--- config.mk ---
export PLATFORM = sky130hd
export DESIGN_NAME = sd_spi_command_engine_top
export DESIGN_NICKNAME = d
export VERILOG_FILES = /design/src/hdl/sdspi_pkg.sv /design/src/hdl/sdspi_core.sv /design/src/hdl/sdspi_out_buf.sv /design/src/hdl/sd_spi_command_engine_top.sv
export VERILOG_INCLUDE_DIRS = /design/src /design/src/hdl
export SDC_FILE = /design/constraint.sdc
export NUM_CORES = 1
export LEC_CHECK = 0
export ABC_CLOCK_PERIOD_IN_PS = 4300
export BUFFER_PORTS_ARGS = -buffer_cell sky130_fd_sc_hd__buf_4
export CORE_ASPECT_RATIO = 1.2
export CORE_UTILIZATION = 60
export CTS_BUF_LIST = sky130_fd_sc_hd__clkbuf_4 sky130_fd_sc_hd__clkbuf_8
export CTS_CLUSTER_DIAMETER = 100
export DETAILED_ROUTE_END_ITERATION = 8
export GPL_TIMING_DRIVEN = 0
export PLACE_DENSITY_LB_ADDON = 0.15
export SLEW_MARGIN = 20
export SYNTH_ARGS = -nofsm -noshare
export SYNTH_HDL_FRONTEND = slang
export SYNTH_HIERARCHICAL = 1
export SYNTH_SLANG_ARGS = --single-unit
--- constraint.sdc ---
create_clock -name clk -period 4.3 [get_ports clk]
set_input_delay 1.075 -clock clk [delete_from_list [all_inputs] [get_ports clk]]
set_output_delay 1.075 -clock clk [all_outputs]
set_load 0.02 [all_outputs]
--- src/hdl/sd_spi_command_engine_top_defines.svh ---
// assertion macros used by the sd spi command engine core
`ifndef SD_SPI_COMMAND_ENGINE_TOP_DEFINES_SVH
`define SD_SPI_COMMAND_ENGINE_TOP_DEFINES_SVH

// same-cycle implication, checked outside reset
`define SDSPI_ASSERT_NOW(label, ante, cons, msg) \
	label: assert property (@(posedge clk) disable iff (!arst_n) (ante) |-> (cons)) \
		else $error(msg);

// next-cycle implication, checked outside reset
`define SDSPI_ASSERT_NEXT(label, ante, cons, msg) \
	label: assert property (@(posedge clk) disable iff (!arst_n) (ante) |=> (cons)) \
		else $error(msg);

`endif

--- src/hdl/sdspi_pkg.sv ---
// types and constants of the sd spi command engine
`default_nettype none
package sdspi_pkg;

	localparam int unsigned CfgIdxW = 1;
	localparam int unsigned CfgDataW = 16;

	typedef enum logic [CfgIdxW-1:0] {
		CFG_READY_LIMIT     = 1'b0,
		CFG_RESP_POLL_LIMIT = 1'b1
	} cfg_idx_t;

	localparam logic [15:0] READY_LIMIT_RST = 16'd50000;
	localparam logic [7:0] RESP_POLL_LIMIT_RST = 8'd255;

	localparam logic REQ_COMMAND = 1'b0;
	localparam logic REQ_RX_BYTE = 1'b1;
	localparam logic KIND_XFER = 1'b0;
	localparam logic KIND_DONE = 1'b1;

	localparam logic [5:0] CMD_GO_IDLE = 6'd0;
	localparam logic [5:0] CMD_IF_COND = 6'd8;
	localparam logic [5:0] CMD_STOP = 6'd12;
	localparam logic [5:0] CMD_APP = 6'd55;

	localparam logic [7:0] BYTE_FILL = 8'hFF;
	localparam logic [7:0] CRC_GO_IDLE = 8'h95;
	localparam logic [7:0] CRC_IF_COND = 8'h87;
	localparam logic [7:0] CRC_DUMMY = 8'h01;
	localparam logic [1:0] FRAME_START = 2'b01;
	localparam logic [2:0] FRAME_LAST = 3'd5;

	typedef enum logic [7:0] {
		PH_IDLE    = 8'b0000_0001,
		PH_DESEL   = 8'b0000_0010,
		PH_SEL     = 8'b0000_0100,
		PH_READY   = 8'b0000_1000,
		PH_FRAME   = 8'b0001_0000,
		PH_DISCARD = 8'b0010_0000,
		PH_RESP    = 8'b0100_0000,
		PH_TOUT    = 8'b1000_0000
	} phase_t;

	typedef struct packed {
		logic        req_type;
		logic [5:0]  cmd_index;
		logic        app_cmd;
		logic [31:0] cmd_arg;
		logic [7:0]  rx_byte;
	} req_t;

	typedef struct packed {
		logic       out_kind;
		logic [7:0] tx_byte;
		logic       cs_low;
		logic [7:0] response;
		logic       timed_out;
	} rsp_t;

	typedef struct packed {
		logic [15:0] ready_limit;
		logic [7:0]  resp_poll_limit;
	} cfg_t;

	typedef struct packed {
		logic valid;
		rsp_t item;
	} result_t;

endpackage
`default_nettype wire

--- src/hdl/sdspi_core.sv ---
// input register and command sequencer of the sd spi command engine
`default_nettype none
`include "sd_spi_command_engine_top_defines.svh"
module sdspi_core (
	input  logic             clk,
	input  logic             arst_n,
	input  logic             req_valid,
	output logic             req_ready,
	input  sdspi_pkg::req_t  req,
	input  sdspi_pkg::cfg_t  cfg,
	input  logic             take,
	output sdspi_pkg::result_t result
);
	import sdspi_pkg::*;

	logic        s1_valid_q;
	req_t        req_s1;
	phase_t      phase_q, phase_d;
	logic [2:0]  byte_count_q, byte_count_d;
	logic [15:0] poll_count_q, poll_count_d;
	logic [5:0]  saved_index_q, saved_index_d;
	logic [31:0] saved_arg_q, saved_arg_d;
	logic        prefix_q, prefix_d;
	logic        cs_q, cs_d;
	logic        advance;

	function automatic logic [7:0] frame_byte(input logic [2:0] k, input logic [5:0] idx,
			input logic [31:0] arg);
		logic [7:0] b;
		unique case (k)
			3'd0: b = {FRAME_START, idx};
			3'd1: b = arg[31:24];
			3'd2: b = arg[23:16];
			3'd3: b = arg[15:8];
			3'd4: b = arg[7:0];
			default: begin
				priority if (idx == CMD_GO_IDLE) b = CRC_GO_IDLE;
				else if (idx == CMD_IF_COND) b = CRC_IF_COND;
				else b = CRC_DUMMY;
			end
		endcase
		return b;
	endfunction

	function automatic rsp_t xfer(input logic [7:0] tx, input logic cs);
		rsp_t r;
		r = '0;
		r.out_kind = KIND_XFER;
		r.tx_byte = tx;
		r.cs_low = cs;
		return r;
	endfunction

	assign advance = s1_valid_q && take;
	assign req_ready = !s1_valid_q || take;

	always_comb begin
		logic        do_begin;
		logic        do_done;
		logic [7:0]  done_resp;
		logic        done_to;
		logic [5:0]  cur_idx;
		logic [5:0]  beg_idx;
		logic [31:0] cur_arg;
		logic [31:0] beg_arg;
		logic [15:0] poll_inc;
		logic [8:0]  lim;
		logic [2:0]  bc_inc;

		phase_d = phase_q;
		byte_count_d = byte_count_q;
		poll_count_d = poll_count_q;
		saved_index_d = saved_index_q;
		saved_arg_d = saved_arg_q;
		prefix_d = prefix_q;
		cs_d = cs_q;
		result = '0;
		do_begin = 1'b0;
		do_done = 1'b0;
		done_resp = '0;
		done_to = 1'b0;
		cur_idx = prefix_q ? CMD_APP : saved_index_q;
		cur_arg = prefix_q ? '0 : saved_arg_q;
		poll_inc = poll_count_q + 16'd1;
		lim = (cfg.resp_poll_limit == '0) ? 9'd256 : {1'b0, cfg.resp_poll_limit};
		bc_inc = byte_count_q + 3'd1;

		if (req_s1.req_type == REQ_COMMAND) begin
			saved_index_d = req_s1.cmd_index;
			prefix_d = req_s1.app_cmd;
			saved_arg_d = req_s1.cmd_arg;
			byte_count_d = '0;
			poll_count_d = '0;
			do_begin = 1'b1;
		end else begin
			unique case (phase_q)
				PH_DESEL: begin
					cs_d = 1'b1;
					phase_d = PH_SEL;
					result = {1'b1, xfer(BYTE_FILL, 1'b1)};
				end
				PH_SEL: begin
					phase_d = PH_READY;
					poll_count_d = '0;
					result = {1'b1, xfer(BYTE_FILL, cs_q)};
				end
				PH_READY: begin
					priority if (req_s1.rx_byte == BYTE_FILL) begin
						phase_d = PH_FRAME;
						byte_count_d = '0;
						result = {1'b1, xfer(frame_byte(3'd0, cur_idx, cur_arg), cs_q)};
					end else if (poll_count_q >= cfg.ready_limit) begin
						cs_d = 1'b0;
						phase_d = PH_TOUT;
						result = {1'b1, xfer(BYTE_FILL, 1'b0)};
					end else begin
						poll_count_d = poll_inc;
						result = {1'b1, xfer(BYTE_FILL, cs_q)};
					end
				end
				PH_FRAME: begin
					if (bc_inc <= FRAME_LAST) begin
						byte_count_d = bc_inc;
						result = {1'b1, xfer(frame_byte(bc_inc, cur_idx, cur_arg), cs_q)};
					end else begin
						byte_count_d = '0;
						poll_count_d = '0;
						phase_d = (cur_idx == CMD_STOP) ? PH_DISCARD : PH_RESP;
						result = {1'b1, xfer(BYTE_FILL, cs_q)};
					end
				end
				PH_DISCARD: begin
					phase_d = PH_RESP;
					poll_count_d = '0;
					result = {1'b1, xfer(BYTE_FILL, cs_q)};
				end
				PH_RESP: begin
					priority if (!req_s1.rx_byte[7]) begin
						do_done = 1'b1;
						done_resp = req_s1.rx_byte;
					end else if (poll_inc >= {7'd0, lim}) begin
						poll_count_d = poll_inc;
						do_done = 1'b1;
						done_resp = req_s1.rx_byte;
					end else begin
						poll_count_d = poll_inc;
						result = {1'b1, xfer(BYTE_FILL, cs_q)};
					end
				end
				PH_TOUT: begin
					do_done = 1'b1;
					done_resp = BYTE_FILL;
					done_to = 1'b1;
				end
				default: begin
					phase_d = PH_IDLE;
				end
			endcase
		end

		if (do_done) begin
			if (prefix_q && done_resp <= 8'd1 && !done_to) begin
				prefix_d = 1'b0;
				do_begin = 1'b1;
			end else begin
				prefix_d = 1'b0;
				phase_d = PH_IDLE;
				result.valid = 1'b1;
				result.item = '0;
				result.item.out_kind = KIND_DONE;
				result.item.cs_low = cs_q;
				result.item.response = done_resp;
				result.item.timed_out = done_to;
			end
		end

		beg_idx = prefix_d ? CMD_APP : saved_index_d;
		beg_arg = prefix_d ? '0 : saved_arg_d;
		if (do_begin) begin
			if (beg_idx != CMD_STOP) begin
				cs_d = 1'b0;
				phase_d = PH_DESEL;
				result = {1'b1, xfer(BYTE_FILL, 1'b0)};
			end else begin
				phase_d = PH_FRAME;
				byte_count_d = '0;
				result = {1'b1, xfer(frame_byte(3'd0, beg_idx, beg_arg), cs_d)};
			end
		end

		result.valid = result.valid && s1_valid_q;
	end

	always_ff @(posedge clk or negedge arst_n) begin
		if (!arst_n) begin
			s1_valid_q <= 1'b0;
		end else if (req_ready) begin
			s1_valid_q <= req_valid;
		end
	end

	always_ff @(posedge clk) begin
		if (req_ready && req_valid) begin
			req_s1 <= req;
		end
	end

	always_ff @(posedge clk or negedge arst_n) begin
		if (!arst_n) begin
			phase_q <= PH_IDLE;
			byte_count_q <= '0;
			poll_count_q <= '0;
			saved_index_q <= '0;
			saved_arg_q <= '0;
			prefix_q <= 1'b0;
			cs_q <= 1'b0;
		end else if (advance) begin
			phase_q <= phase_d;
			byte_count_q <= byte_count_d;
			poll_count_q <= poll_count_d;
			saved_index_q <= saved_index_d;
			saved_arg_q <= saved_arg_d;
			prefix_q <= prefix_d;
			cs_q <= cs_d;
		end
	end

	`SDSPI_ASSERT_NEXT(a_cmd_starts, advance && req_s1.req_type == REQ_COMMAND, phase_q != PH_IDLE, "command transaction left engine idle")
	`SDSPI_ASSERT_NOW(a_desel_cs_high, phase_q == PH_DESEL || phase_q == PH_TOUT, !cs_q, "chip select asserted while deselecting")
	`SDSPI_ASSERT_NOW(a_frame_count, phase_q == PH_FRAME, byte_count_q <= FRAME_LAST, "frame byte count out of range")
	`SDSPI_ASSERT_NOW(a_resp_polls, phase_q == PH_RESP, poll_count_q < 16'd256, "response poll count past limit")

endmodule
`default_nettype wire

--- src/hdl/sdspi_out_buf.sv ---
// result register of the sd spi command engine
`default_nettype none
module sdspi_out_buf (
	input  logic               clk,
	input  logic               arst_n,
	input  sdspi_pkg::result_t result,
	output logic               take,
	output logic               rsp_valid,
	input  logic               rsp_ready,
	output sdspi_pkg::rsp_t    rsp
);
	import sdspi_pkg::*;

	logic valid_q;
	rsp_t data_q;

	assign take = !valid_q || rsp_ready;
	assign rsp_valid = valid_q;
	assign rsp = data_q;

	always_ff @(posedge clk or negedge arst_n) begin
		if (!arst_n) begin
			valid_q <= 1'b0;
		end else if (take) begin
			valid_q <= result.valid;
		end
	end

	always_ff @(posedge clk) begin
		if (take && result.valid) begin
			data_q <= result.item;
		end
	end

endmodule
`default_nettype wire

--- src/hdl/sd_spi_command_engine_top.sv ---
// a transaction is held in the input register, and its result goes on into the result register
// throughput: one transaction per cycle while results are taken, set by the single-pass sequencer step
// a transaction that causes no result still takes its slot in the input register
// reset: asynchronous active low; sequencer idle, chip select released,
// ready_limit 50000 and resp_poll_limit 255
`default_nettype none
module sd_spi_command_engine_top (
	input  logic                              clk,
	input  logic                              arst_n,
	input  logic                              req_valid,
	output logic                              req_ready,
	input  sdspi_pkg::req_t                   req,
	output logic                              rsp_valid,
	input  logic                              rsp_ready,
	output sdspi_pkg::rsp_t                   rsp,
	input  logic                              wr_en,
	input  logic [sdspi_pkg::CfgIdxW-1:0]     wr_index,
	input  logic [sdspi_pkg::CfgDataW-1:0]    wr_data
);
	import sdspi_pkg::*;

	cfg_t    cfg_q;
	result_t result;
	logic    take;

	always_ff @(posedge clk or negedge arst_n) begin
		if (!arst_n) begin
			cfg_q.ready_limit <= READY_LIMIT_RST;
			cfg_q.resp_poll_limit <= RESP_POLL_LIMIT_RST;
		end else if (wr_en) begin
			unique case (cfg_idx_t'(wr_index))
				CFG_READY_LIMIT: cfg_q.ready_limit <= wr_data[15:0];
				CFG_RESP_POLL_LIMIT: cfg_q.resp_poll_limit <= wr_data[7:0];
				default: ;
			endcase
		end
	end

	sdspi_core u_core (
		.clk       (clk),
		.arst_n    (arst_n),
		.req_valid (req_valid),
		.req_ready (req_ready),
		.req       (req),
		.cfg       (cfg_q),
		.take      (take),
		.result    (result)
	);

	sdspi_out_buf u_out_buf (
		.clk       (clk),
		.arst_n    (arst_n),
		.result    (result),
		.take      (take),
		.rsp_valid (rsp_valid),
		.rsp_ready (rsp_ready),
		.rsp       (rsp)
	);

endmodule
`default_nettype wire

==> results.json, run 1 <==
{
  "setup_viol": 0,
  "async_flop_share_pct": 58.1,
  "final.setup_skew_ns": 0.0115,
  "gp_congestion": 0.939,
  "synth_top_family_by_area": "simple AND/OR/NAND/NOR gates",
  "ys_seq_elements": 160,
  "ctsHoldBuffers": 0,
  "critPathLaunch": "u_core/poll_count_q[0]",
  "ys.flop_type": "dfrtp_1",
  "p_int_w": 0.00304,
  "setup_tns_ns": 0,
  "ff2ff_setup_slack_ns": 1.12,
  "numPortBuffers": 90,
  "worstSetupPathType": "flip-flop to flip-flop",
  "slew_headroom_pct": 44.1,
  "synthCells": 746,
  "post_cts_buffers": 0,
  "pin_count": 91,
  "cts_root_buf": "clkbuf_8",
  "worstPathRequired_ns": 4.50,
  "synth_edf_count": 67,
  "hold_slack_ns": 0.447,
  "post-place-ws_ns": 0.975,
  "worstMarginPinSlew_ns": 0.839,
  "grt_util_all_layers_pct": 27.6,
  "synth_compound_area_share_pct": 12.0,
  "synth_area_per_cell_um2": 10.7,
  "cp-endpoint": "u_out_buf/rsp[10]",
  "period_needed_ns": 3.18,
  "timing.rr.start": "u_core/poll_count_q[0]",
  "leakage_nw": 4.17,
  "powerDensity_nw_per_um2": 506,
  "ctsResizeCount": 0,
  "fmax_mhz": 314,
  "layout-drive-gt1-share_pct": 23.5,
  "clkSinkCount": 160,
  "multi_input_area_um2": 3340,
  "switchingPower_w": 0.00171,
  "clk_pin_slew_ns": 0.10,
  "clkLatencyLatePin_ns": 0.47,
  "reg2reg_to": "u_out_buf/rsp[10]",
  "core_area_um2": 12800,
  "final_hold_viol_count": 0,
  "grt_pass1_vias": 6012,
  "synth-xor-area-share_pct": 1.62,
  "cts.htree.levels": 4,
  "synth_cell_types": 79,
  "yosys.area_share.simple_pct": 18.6,
  "syn-cell-area_um2": 8010,
  "dp_hpwl_mm": 13.1,
  "wire_per_inst_um": 17.3,
  "grt_max_degree": 94,
  "insertedDiodeCount": 0,
  "dr.pass1.iters": 8,
  "cp-start-kind": "flip-flop",
  "synth_warnings": 6,
  "yosys-mux-area-fraction_pct": 4.62,
  "finalCritPeriodShare_pct": 74.1,
  "maxSlewViolCount": 0,
  "path_cells": "ha_1, nand2_1, nor2_1, nand3_1, xnor2_1, ha_1, nand3_1, o311a_1, and3_4, nor3_2, a31oi_1",
  "rsz0062_at_grt": "false",
  "yosysSeqAreaShare_pct": 54.4,
  "start_util_pct": 62.4,
  "power_frac_comb_pct": 29.5,
  "ir_drop_uv": 360,
  "run_status": "finished, final reports clean",
  "hp-class": "flip-flop to flip-flop",
  "syn_nets": 847,
  "synth_fa_ha_area_share_pct": 4.84,
  "avgViaCountPerCell": 5.94,
  "cpLargestDelayFamily": "simple AND/OR/NAND/NOR gates",
  "cp_max_fo": 6,
  "clkPwrFrac_pct": 25.5,
  "postRouteAntennaNets": 0,
  "tritoncts": "built",
  "worstPathArrival_ns": 3.39,
  "die_h_um": 129,
  "wirelength_mm": 17.9,
  "drv_cap": 0,
  "dieArea_um2": 13800,
  "cp.depth": 11,
  "vias": 6137,
  "pwr-share-seq_pct": 45.0,
  "slowest_stage": "dfrtp_1",
  "end_kind": "flip-flop",
  "fin_ws_ns": 1.12,
  "drc": 0,
  "regArea_um2": 4360,
  "switching_share_pct": 36.0,
  "fillerInstances": 924,
  "reg2regPathDepth": 11,
  "syn_to_final_growth_pct": 17.0,
  "layout.nets": 957,
  "clock_path_buffers": 2,
  "grt.overflow.total": 0,
  "antenna_found_initial": 0,
  "initialDrtViolationCount": 417,
  "grt_first_pass_wirelength_mm": 29.0,
  "cts-buffers-inserted": 17,
  "crit_buf_inv": 0,
  "rows": 45,
  "cp_slowest_stage_delay_ns": 0.45,
  "die_x_um": 107
}
-- Yosys cell counts (9+ instances only) --
library cell,n,area share (%)
a21oi_1,11,0.69
clkbuf_1,21,0.98
mux2_4,10,1.9
nand3_1,20,1.2
a31oi_1,31,2.4
nand4_1,11,0.86
nand2b_1,13,1.0
inv_1,35,1.6
xnor2_1,9,0.98
dfstp_2,15,4.9
dfrtp_1,78,24
mux2_2,15,2.1
ha_1,31,4.8
edfxtp_1,67,25
nand2_1,145,6.8
o21ai_0,30,1.9
nor2_1,47,2.2
nor3_1,15,0.94
-- kinds of logic after synthesis --
family | after synthesis
AO/OA/AOI/OAI | 135
XOR/XNOR | 14
adder cells (fa/ha/maj) | 31
buffers and inverters | 71
flip-flops | 160
multiplexers | 30
AND/OR/NAND/NOR | 305
-- flip-flops by register name, summed over array words and instances (netlist names) --
signal and cells:
u_out_buf/rsp_valid 1, u_core/saved_arg_q 32, u_core/req_s1 48, u_out_buf/rsp 19, u_core/s1_valid_q 1, u_core/phase_q 8, u_core/cs_q 1, u_core/saved_index_q 6
u_core/prefix_q 1, u_core/poll_count_q 16, cfg_q 24, u_core/byte_count_q 3
-- worst min-delay path by stage --
stage / from / endpoint / cells after the start
floorplan: u_core/req_s1[8] / u_core/saved_arg_q[0] / 2
global placement: u_core/req_s1[18] / u_core/saved_arg_q[10] / 2
detailed placement: u_core/req_s1[16] / u_core/saved_arg_q[8] / 2
CTS: u_core/req_s1[11] / u_core/saved_arg_q[3] / 2
global route: u_core/req_s1[39] / u_core/saved_arg_q[31] / 2
finish: u_core/req_s1[13] / u_core/saved_arg_q[5] / 2
-- layer usage --
metal	global-route usage [%]	up-vias	share of wire, %
li1	-	2916	-
met1	33.0	2942	40
met4	11.4	0	2.5
met5	0	-	0
met3	5.27	42	5.7
met2	48.7	237	51
-- cell type report --
type,instances,share of cell area (%)
Clock buffer,17,2.50
Clock inverter,15,2.31
Tap cell,164,2.19
Buffer,36,1.91
Multi-Input combinational cell,515,35.7
Inverter,35,1.40
Sequential cell,160,46.5
Timing Repair Buffer,91,7.54
-- worst reg2reg max path: stages, from the launching register on --
cell and delay (ns):
dfrtp_1 0.45, ha_1 0.32, nand2_1 0.18, nor2_1 0.26
nand3_1 0.13, xnor2_1 0.17, ha_1 0.32, nand3_1 0.08
o311a_1 0.36, and3_4 0.21, nor3_2 0.32, a31oi_1 0.14
-- placed cells by master, fill, tap and decap left out, types with 20 or more instances in the layout --
cell,synthesis,layout
dfrtp_1,78,78
a31oi_1,31,31
ha_1,31,31
clkbuf_1,21,21
o21ai_0,30,30
nand3_1,20,20
inv_1,35,35
nor2_1,47,47
nand2_1,145,145
edfxtp_1,67,67
buf_4,2,91
-- power by group through the flow --
stage	Sequential [W]	Combinational (W)	Clock (W)
floorplan	0.00216	0.000912	0
global placement	0.00216	0.00133	0
detailed placement	0.00217	0.00138	0
CTS	0.00213	0.00139	0.00123
global route	0.00217	0.00156	0.00129
finish	0.00214	0.00140	0.00121
-- through the flow --
| step | instance area (um2) | power, W | utilization, % | std cells |
|---|---|---|---|---|
| 4_1_cts | 9380 | 0.00476 | 73.0 | 1033 |
| 5_1_grt | 9380 | 0.00502 | 73.0 | 1033 |
| 2_1_floorplan | 8010 | 0.00307 | - | 746 |
| 3_3_place_gp | 8890 | 0.00349 | 69.3 | 1000 |
| 3_5_place_dp | 8920 | 0.00354 | 69.5 | 1001 |
| 6_report | 9380 | 0.00475 | 73.0 | 1033 |
No activity file was read; power rests on OpenSTA's default activity.
==> run 2, diff against run 1 <==
ABC_CLOCK_PERIOD_IN_PS = 2700   (was 4300)
CORE_UTILIZATION = 55   (was 60)
clock period = 2.7 ns   (was 4.3 ns; I/O delays follow)
==> run 2 against run 1 <==
- the flow now finishes with violations (DRC, setup timing)
- combinational power increased by 99%
- core utilization down 1.4 points
- worst setup slack worse by 1.2 ns
- sequential power rose by 60%
- largest power group unchanged
==> results.json, run 2 (synthesized netlist as in run 1, its figures left out) <==
{
  "run_status": "complete, but fails checks",
  "violations": "DRC, setup timing",
  "regArea_um2": 4370,
  "grt_first_pass_wirelength_mm": 29.9,
  "ff2ff_setup_slack_ns": -0.07,
  "maxSlewViolCount": 0,
  "fmax_mhz": 361,
  "worstPathRequired_ns": 2.89,
  "grt_max_degree": 94,
  "final_cell_mix": "144 x nand2_1, 122 x buf_4, 72 x dfrtp_1",
  "wirelength_mm": 19.1,
  "hp-class": "input port to asynchronous set/reset pin",
  "layout-drive-gt1-share_pct": 30.9,
  "period_needed_ns": 2.77,
  "worstMarginPinSlew_ns": 0.833,
  "crit_buf_inv": 1,
  "largest_registers": "u_core/req_s1 (48), u_core/saved_arg_q (32), cfg_q (24)",
  "rows": 47,
  "cp_max_fo": 5,
  "slew_headroom_pct": 44.5,
  "ir_drop_uv": 500,
  "p_int_w": 0.00527,
  "layout.nets": 994,
  "fin_ws_ns": -0.0664,
  "hold_slack_ns": 0.279,
  "dr.pass1.iters": 7,
  "path_cells": "inv_2, nor3_4, nand3_2, xnor2_2, ha_1, o21a_1, nor2_1, o311a_4, and3_4, nor3_4, o311ai_2",
  "post-place-ws_ns": -0.433,
  "drv_cap": 0,
  "cts_root_buf": "clkbuf_8",
  "end_kind": "flip-flop",
  "grt_pass1_vias": 6256,
  "pwr-share-seq_pct": 42.1,
  "rsz0062_at_grt": "true",
  "cts-buffers-inserted": 17,
  "die_x_um": 112,
  "largest_register_ff_count": 48,
  "cts.htree.levels": 4,
  "insertedDiodeCount": 0,
  "postRouteAntennaNets": 0,
  "drc": 5,
  "antenna_found_initial": 0,
  "setup_tns_ns": -0.573,
  "utilization_pct": 71.6,
  "final.setup_skew_ns": 0.0130,
  "dp_hpwl_mm": 13.1,
  "pin_count": 91,
  "cpLargestDelayFamily": "simple AND/OR/NAND/NOR gates",
  "tritoncts": "built",
  "switchingPower_w": 0.00286,
  "clkLatencyLatePin_ns": 0.46,
  "final_common_cell": "nand2_1",
  "numPortBuffers": 90,
  "multi_input_area_um2": 3650,
  "slowest_stage": "dfrtp_2",
  "fillerInstances": 1003,
  "cp-start-kind": "flip-flop",
  "clkSinkCount": 160,
  "worstPathArrival_ns": 2.96,
  "clk_pin_slew_ns": 0.10,
  "wire_per_inst_um": 17.7,
  "avgViaCountPerCell": 5.88,
  "core_area_um2": 14000,
  "finalPower_w": 0.00813,
  "ctsHoldBuffers": 0,
  "syn_to_final_growth_pct": 25.1,
  "start_util_pct": 57.2,
  "reg2regPathDepth": 11,
  "top_register": "u_core/req_s1",
  "grt_util_all_layers_pct": 26.0,
  "clock_path_buffers": 2,
  "initialDrtViolationCount": 470,
  "powerDensity_nw_per_um2": 811,
  "timing.rr.start": "u_core/poll_count_q[0]",
  "clkPwrFrac_pct": 23.7,
  "die_h_um": 134,
  "setup_viol": 17,
  "cp_slowest_stage_delay_ns": 0.43,
  "dieArea_um2": 15100,
  "final_hold_viol_count": 0,
  "switching_share_pct": 35.2,
  "gp_congestion": 0.922,
  "leakage_nw": 4.43,
  "grt.overflow.total": 0,
  "power_frac_comb_pct": 34.2,
  "worstSetupPathType": "flip-flop to flip-flop",
  "vias": 6330,
  "finalCritPeriodShare_pct": 102,
  "critPathMostFrequentCell": "nor3_4",
  "reg2reg_to": "u_out_buf/rsp[13]"
}
run 2: cell count changes in the layout (fill, tap and decap cells not counted), moves of 4 or more:
cell,delta
buf_4,+31
dfrtp_1,-6
dfrtp_2,+6
buf_6,+5
nand3_1,-5
clkinv_8,-4
nor3_1,-4
nor3_4,+4
run 2: worst reg2reg max path: cells and delay by family, from the launching register on:
| family | cells | cell delay [ns] |
|---|---|---|
| DFF | 1 | 0.43 |
| AOI/OAI and AO/OA | 3 | 0.67 |
| xor gates and xnor gates | 1 | 0.17 |
| adders and majority gates | 1 | 0.34 |
| buffers and inverters | 1 | 0.09 |
| and+or+nand+nor | 5 | 0.81 |
run 2: final cells by class:
cell class	instances	area share (%)
Sequential cell	160	43.6
Multi-Input combinational cell	516	36.5
Timing Repair Buffer	127	10.2
Clock buffer	18	2.41
Tap cell	171	2.14
Buffer	36	1.97
Clock inverter	14	1.92
Inverter	35	1.31
run 2: per-stage QoR:
| step | instance area (um2) | std cells |
|---|---|---|
| after floorplan | 8010 | 746 |
| after global placement | 8900 | 1007 |
| after detailed placement | 8940 | 1008 |
| after CTS | 9700 | 1063 |
| after global routing | 10000 | 1077 |
| final | 10000 | 1077 |
run 2: repair_timing:
item	CTS	global route
resized for setup	35	30
pin swaps	16	16
gates cloned	0	1
setup buffers	23	13
setup endpoints to repair	56	58
run 2: worst max path at each step:
stage	startpoint	endpoint	slack [ns]	cells after the start
2_1_floorplan	u_core/poll_count_q[1]	u_out_buf/rsp[10]	0.03	11
3_3_place_gp	rsp_ready	u_core/req_s1[20]	-0.43	4
3_5_place_dp	u_core/poll_count_q[1]	u_out_buf/rsp[12]	-0.43	11
4_1_cts	cfg_q[14]	u_core/poll_count_q[11]	0.002	11
5_1_grt	u_core/poll_count_q[0]	u_out_buf/rsp[12]	-0.18	11
6_report	u_core/poll_count_q[0]	u_out_buf/rsp[13]	-0.07	11
run 2: per-layer routing:
layer	track usage (%)	vias to the layer above	part of all wire, %
met4	12.1	0	3.6
met2	46.4	234	52
met5	0	-	0
met3	4.93	53	5.4
met1	30.3	3059	39
li1	-	2984	-
run 2: power groups by stage:
| stage | clock network [W] | registers (W) | logic (W) |
|---|---|---|---|
| 2_1_floorplan | 0 | 0.00343 | 0.00145 |
| 3_5_place_dp | 0 | 0.00344 | 0.00220 |
| 5_1_grt | 0.00206 | 0.00347 | 0.00301 |
| 4_1_cts | 0.00197 | 0.00341 | 0.00241 |
| 6_report | 0.00193 | 0.00342 | 0.00278 |
| 3_3_place_gp | 0 | 0.00343 | 0.00213 |
==> run 3, diff against run 2 <==
CORE_MARGIN = 10   (was not set)
RECOVER_POWER = 25   (was not set)
==> run 3 against run 2 <==
- the flow finishes with violations (capacitance limit, slew limit, setup timing)
- total power is 2.4% lower
- core utilization is 2.5 points lower
- cell area is 1.1% lower
- global-route usage is 6.0 points lower
- maximum frequency is 2.2% lower
- register-to-register slack worse by 0.06 ns
- sequential share of layout area is 0.45 points higher
- largest cell class unchanged
- critical path depth is 1 higher
- largest power group unchanged
- non-clock buffer count stayed put
==> results.json, run 3 (synthesized netlist as in run 1, its figures left out) <==
{
  "drv_cap": 1,
  "maxSlewViolCount": 94,
  "slowest_stage": "dfrtp_1",
  "run_status": "complete, but fails checks",
  "powerDensity_nw_per_um2": 801,
  "numPortBuffers": 90,
  "multi_input_area_um2": 3610,
  "worstPathArrival_ns": 3.01,
  "dieArea_um2": 19800,
  "drc": 0,
  "cp.depth": 12,
  "largest_register_ff_count": 48,
  "reg2regPathDepth": 12,
  "tritoncts": "built",
  "grt_first_pass_wirelength_mm": 31.7,
  "clock_path_buffers": 2,
  "clkSinkCount": 160,
  "grt_pass1_vias": 6332,
  "finalCritPeriodShare_pct": 105,
  "cts.htree.levels": 4,
  "die_h_um": 152,
  "pin_count": 91,
  "top_register": "u_core/req_s1",
  "postRouteAntennaNets": 0,
  "hp-class": "input port to flip-flop",
  "cpLargestDelayFamily": "simple AND/OR/NAND/NOR gates",
  "start_util_pct": 55.8,
  "worstSetupPathType": "flip-flop to flip-flop",
  "ir_drop_uv": 537,
  "clkLatencyLatePin_ns": 0.46,
  "cts_root_buf": "clkbuf_8",
  "wirelength_mm": 19.8,
  "dr.pass1.iters": 5,
  "initialDrtViolationCount": 576,
  "path_cells": "buf_6, inv_2, nor3_4, nand3_2, xnor2_2, ha_1, o21a_1, nor2_2, o311a_4, and3_4, nor3_4, a31oi_1",
  "cp-start-kind": "flip-flop",
  "final.setup_skew_ns": 0.0147,
  "largest_registers": "u_core/req_s1 (48), u_core/saved_arg_q (32), cfg_q (24)",
  "period_needed_ns": 2.83,
  "critPathMostFrequentCell": "nor3_4",
  "grt_max_degree": 94,
  "cts-buffers-inserted": 17,
  "violations": "capacitance limit, slew limit, setup timing",
  "fmax_mhz": 354,
  "crit_buf_inv": 2,
  "worstMarginPinSlew_ns": 2.12,
  "die_x_um": 130,
  "fillerInstances": 1092,
  "cp_max_fo": 5,
  "grt_util_all_layers_pct": 20.0,
  "hold_slack_ns": 0.415,
  "avgViaCountPerCell": 5.85,
  "worstPathRequired_ns": 2.89,
  "slew_headroom_pct": -41.2,
  "end_kind": "flip-flop",
  "core_area_um2": 14400,
  "rows": 48,
  "dp_hpwl_mm": 14.1,
  "vias": 6320,
  "final_cell_mix": "144 x nand2_1, 77 x buf_4, 73 x dfrtp_1",
  "setup_viol": 15,
  "grt.overflow.total": 0,
  "layout.nets": 993,
  "gp_congestion": 0.941,
  "ctsHoldBuffers": 0,
  "syn_to_final_growth_pct": 23.7,
  "clk_pin_slew_ns": 0.10,
  "insertedDiodeCount": 0,
  "fin_ws_ns": -0.128,
  "antenna_found_initial": 0,
  "layout-drive-gt1-share_pct": 30.5,
  "final_hold_viol_count": 0,
  "final_common_cell": "nand2_1",
  "wire_per_inst_um": 18.4,
  "finalPower_w": 0.00794,
  "regArea_um2": 4360,
  "cp_slowest_stage_delay_ns": 0.40,
  "hold_depth": 1,
  "rsz0062_at_grt": "true",
  "leakage_nw": 4.37
}
## run 3: cell count changes in the layout (fill, tap and decap cells not counted), sizes merged, moves of 4 or more
cell    previous run  this run
clkbuf            40        88
inv               45        41
clkinv             0         4
buf              141        93
## run 3: per-stage QoR
step	std cells	cell area, um2	setup WS [ns]	util (%)	setup TNS, ns
after floorplan	746	8010	0.0269	-	0
after global placement	1011	8910	-0.479	62.1	-24.86
after detailed placement	1012	8930	-0.536	62.2	-12.18
after CTS	1060	9650	-0.0969	67.2	-0.444
after global routing	1080	9910	-0.216	69.1	-2.39
final	1080	9910	-0.128	69.1	-0.951
## run 3: where the power goes
group / internal, W / leakage [nW] / switching (W) / total, W
Clock: 0.000864 / 0.204 / 0.000951 / 0.00181
Combinational: 0.00118 / 2.38 / 0.00152 / 0.00270
Sequential: 0.00307 / 1.78 / 0.000350 / 0.00342
## run 3: per-layer routing
layer | vias up | part of all wire (%) | GRT usage, %
li1 | 2980 | - | -
met1 | 3013 | 40 | 24.2
met2 | 276 | 51 | 34.2
met3 | 51 | 6.3 | 3.83
met4 | 0 | 2.8 | 7.19
met5 | - | 0 | 0
## run 3: timing repair
item | in CTS | in global routing
resized for setup | 41 | 21
setup endpoints to repair | 55 | 60
pin swaps | 16 | 16
setup buffers | 16 | 20
## run 3: layout make-up
cell class | instances | share of cell area (%)
clock inverters | 14 | 1.72
plain buffers | 36 | 2.01
repair buffers | 127 | 9.88
flip-flops and latches | 160 | 44.0
inverters | 35 | 1.35
well taps | 175 | 2.21
multi-input cells | 515 | 36.4
clock buffers | 18 | 2.44
## run 3: worst paths after layout
path | start | slack, ns | endpoint
hold / removal | req[29] | 0.42 | u_core/req_s1[29]
max in group asynchronous | arst_n | 0.44 | u_core/poll_count_q[4]
setup reg to reg | u_core/poll_count_q[2] | -0.13 | u_out_buf/rsp[11]
hold reg to reg | u_core/req_s1[13] | 0.44 | u_core/saved_arg_q[5]
setup / recovery | u_core/poll_count_q[2] | -0.13 | u_out_buf/rsp[11]
min in group asynchronous | arst_n | 0.79 | cfg_q[11]
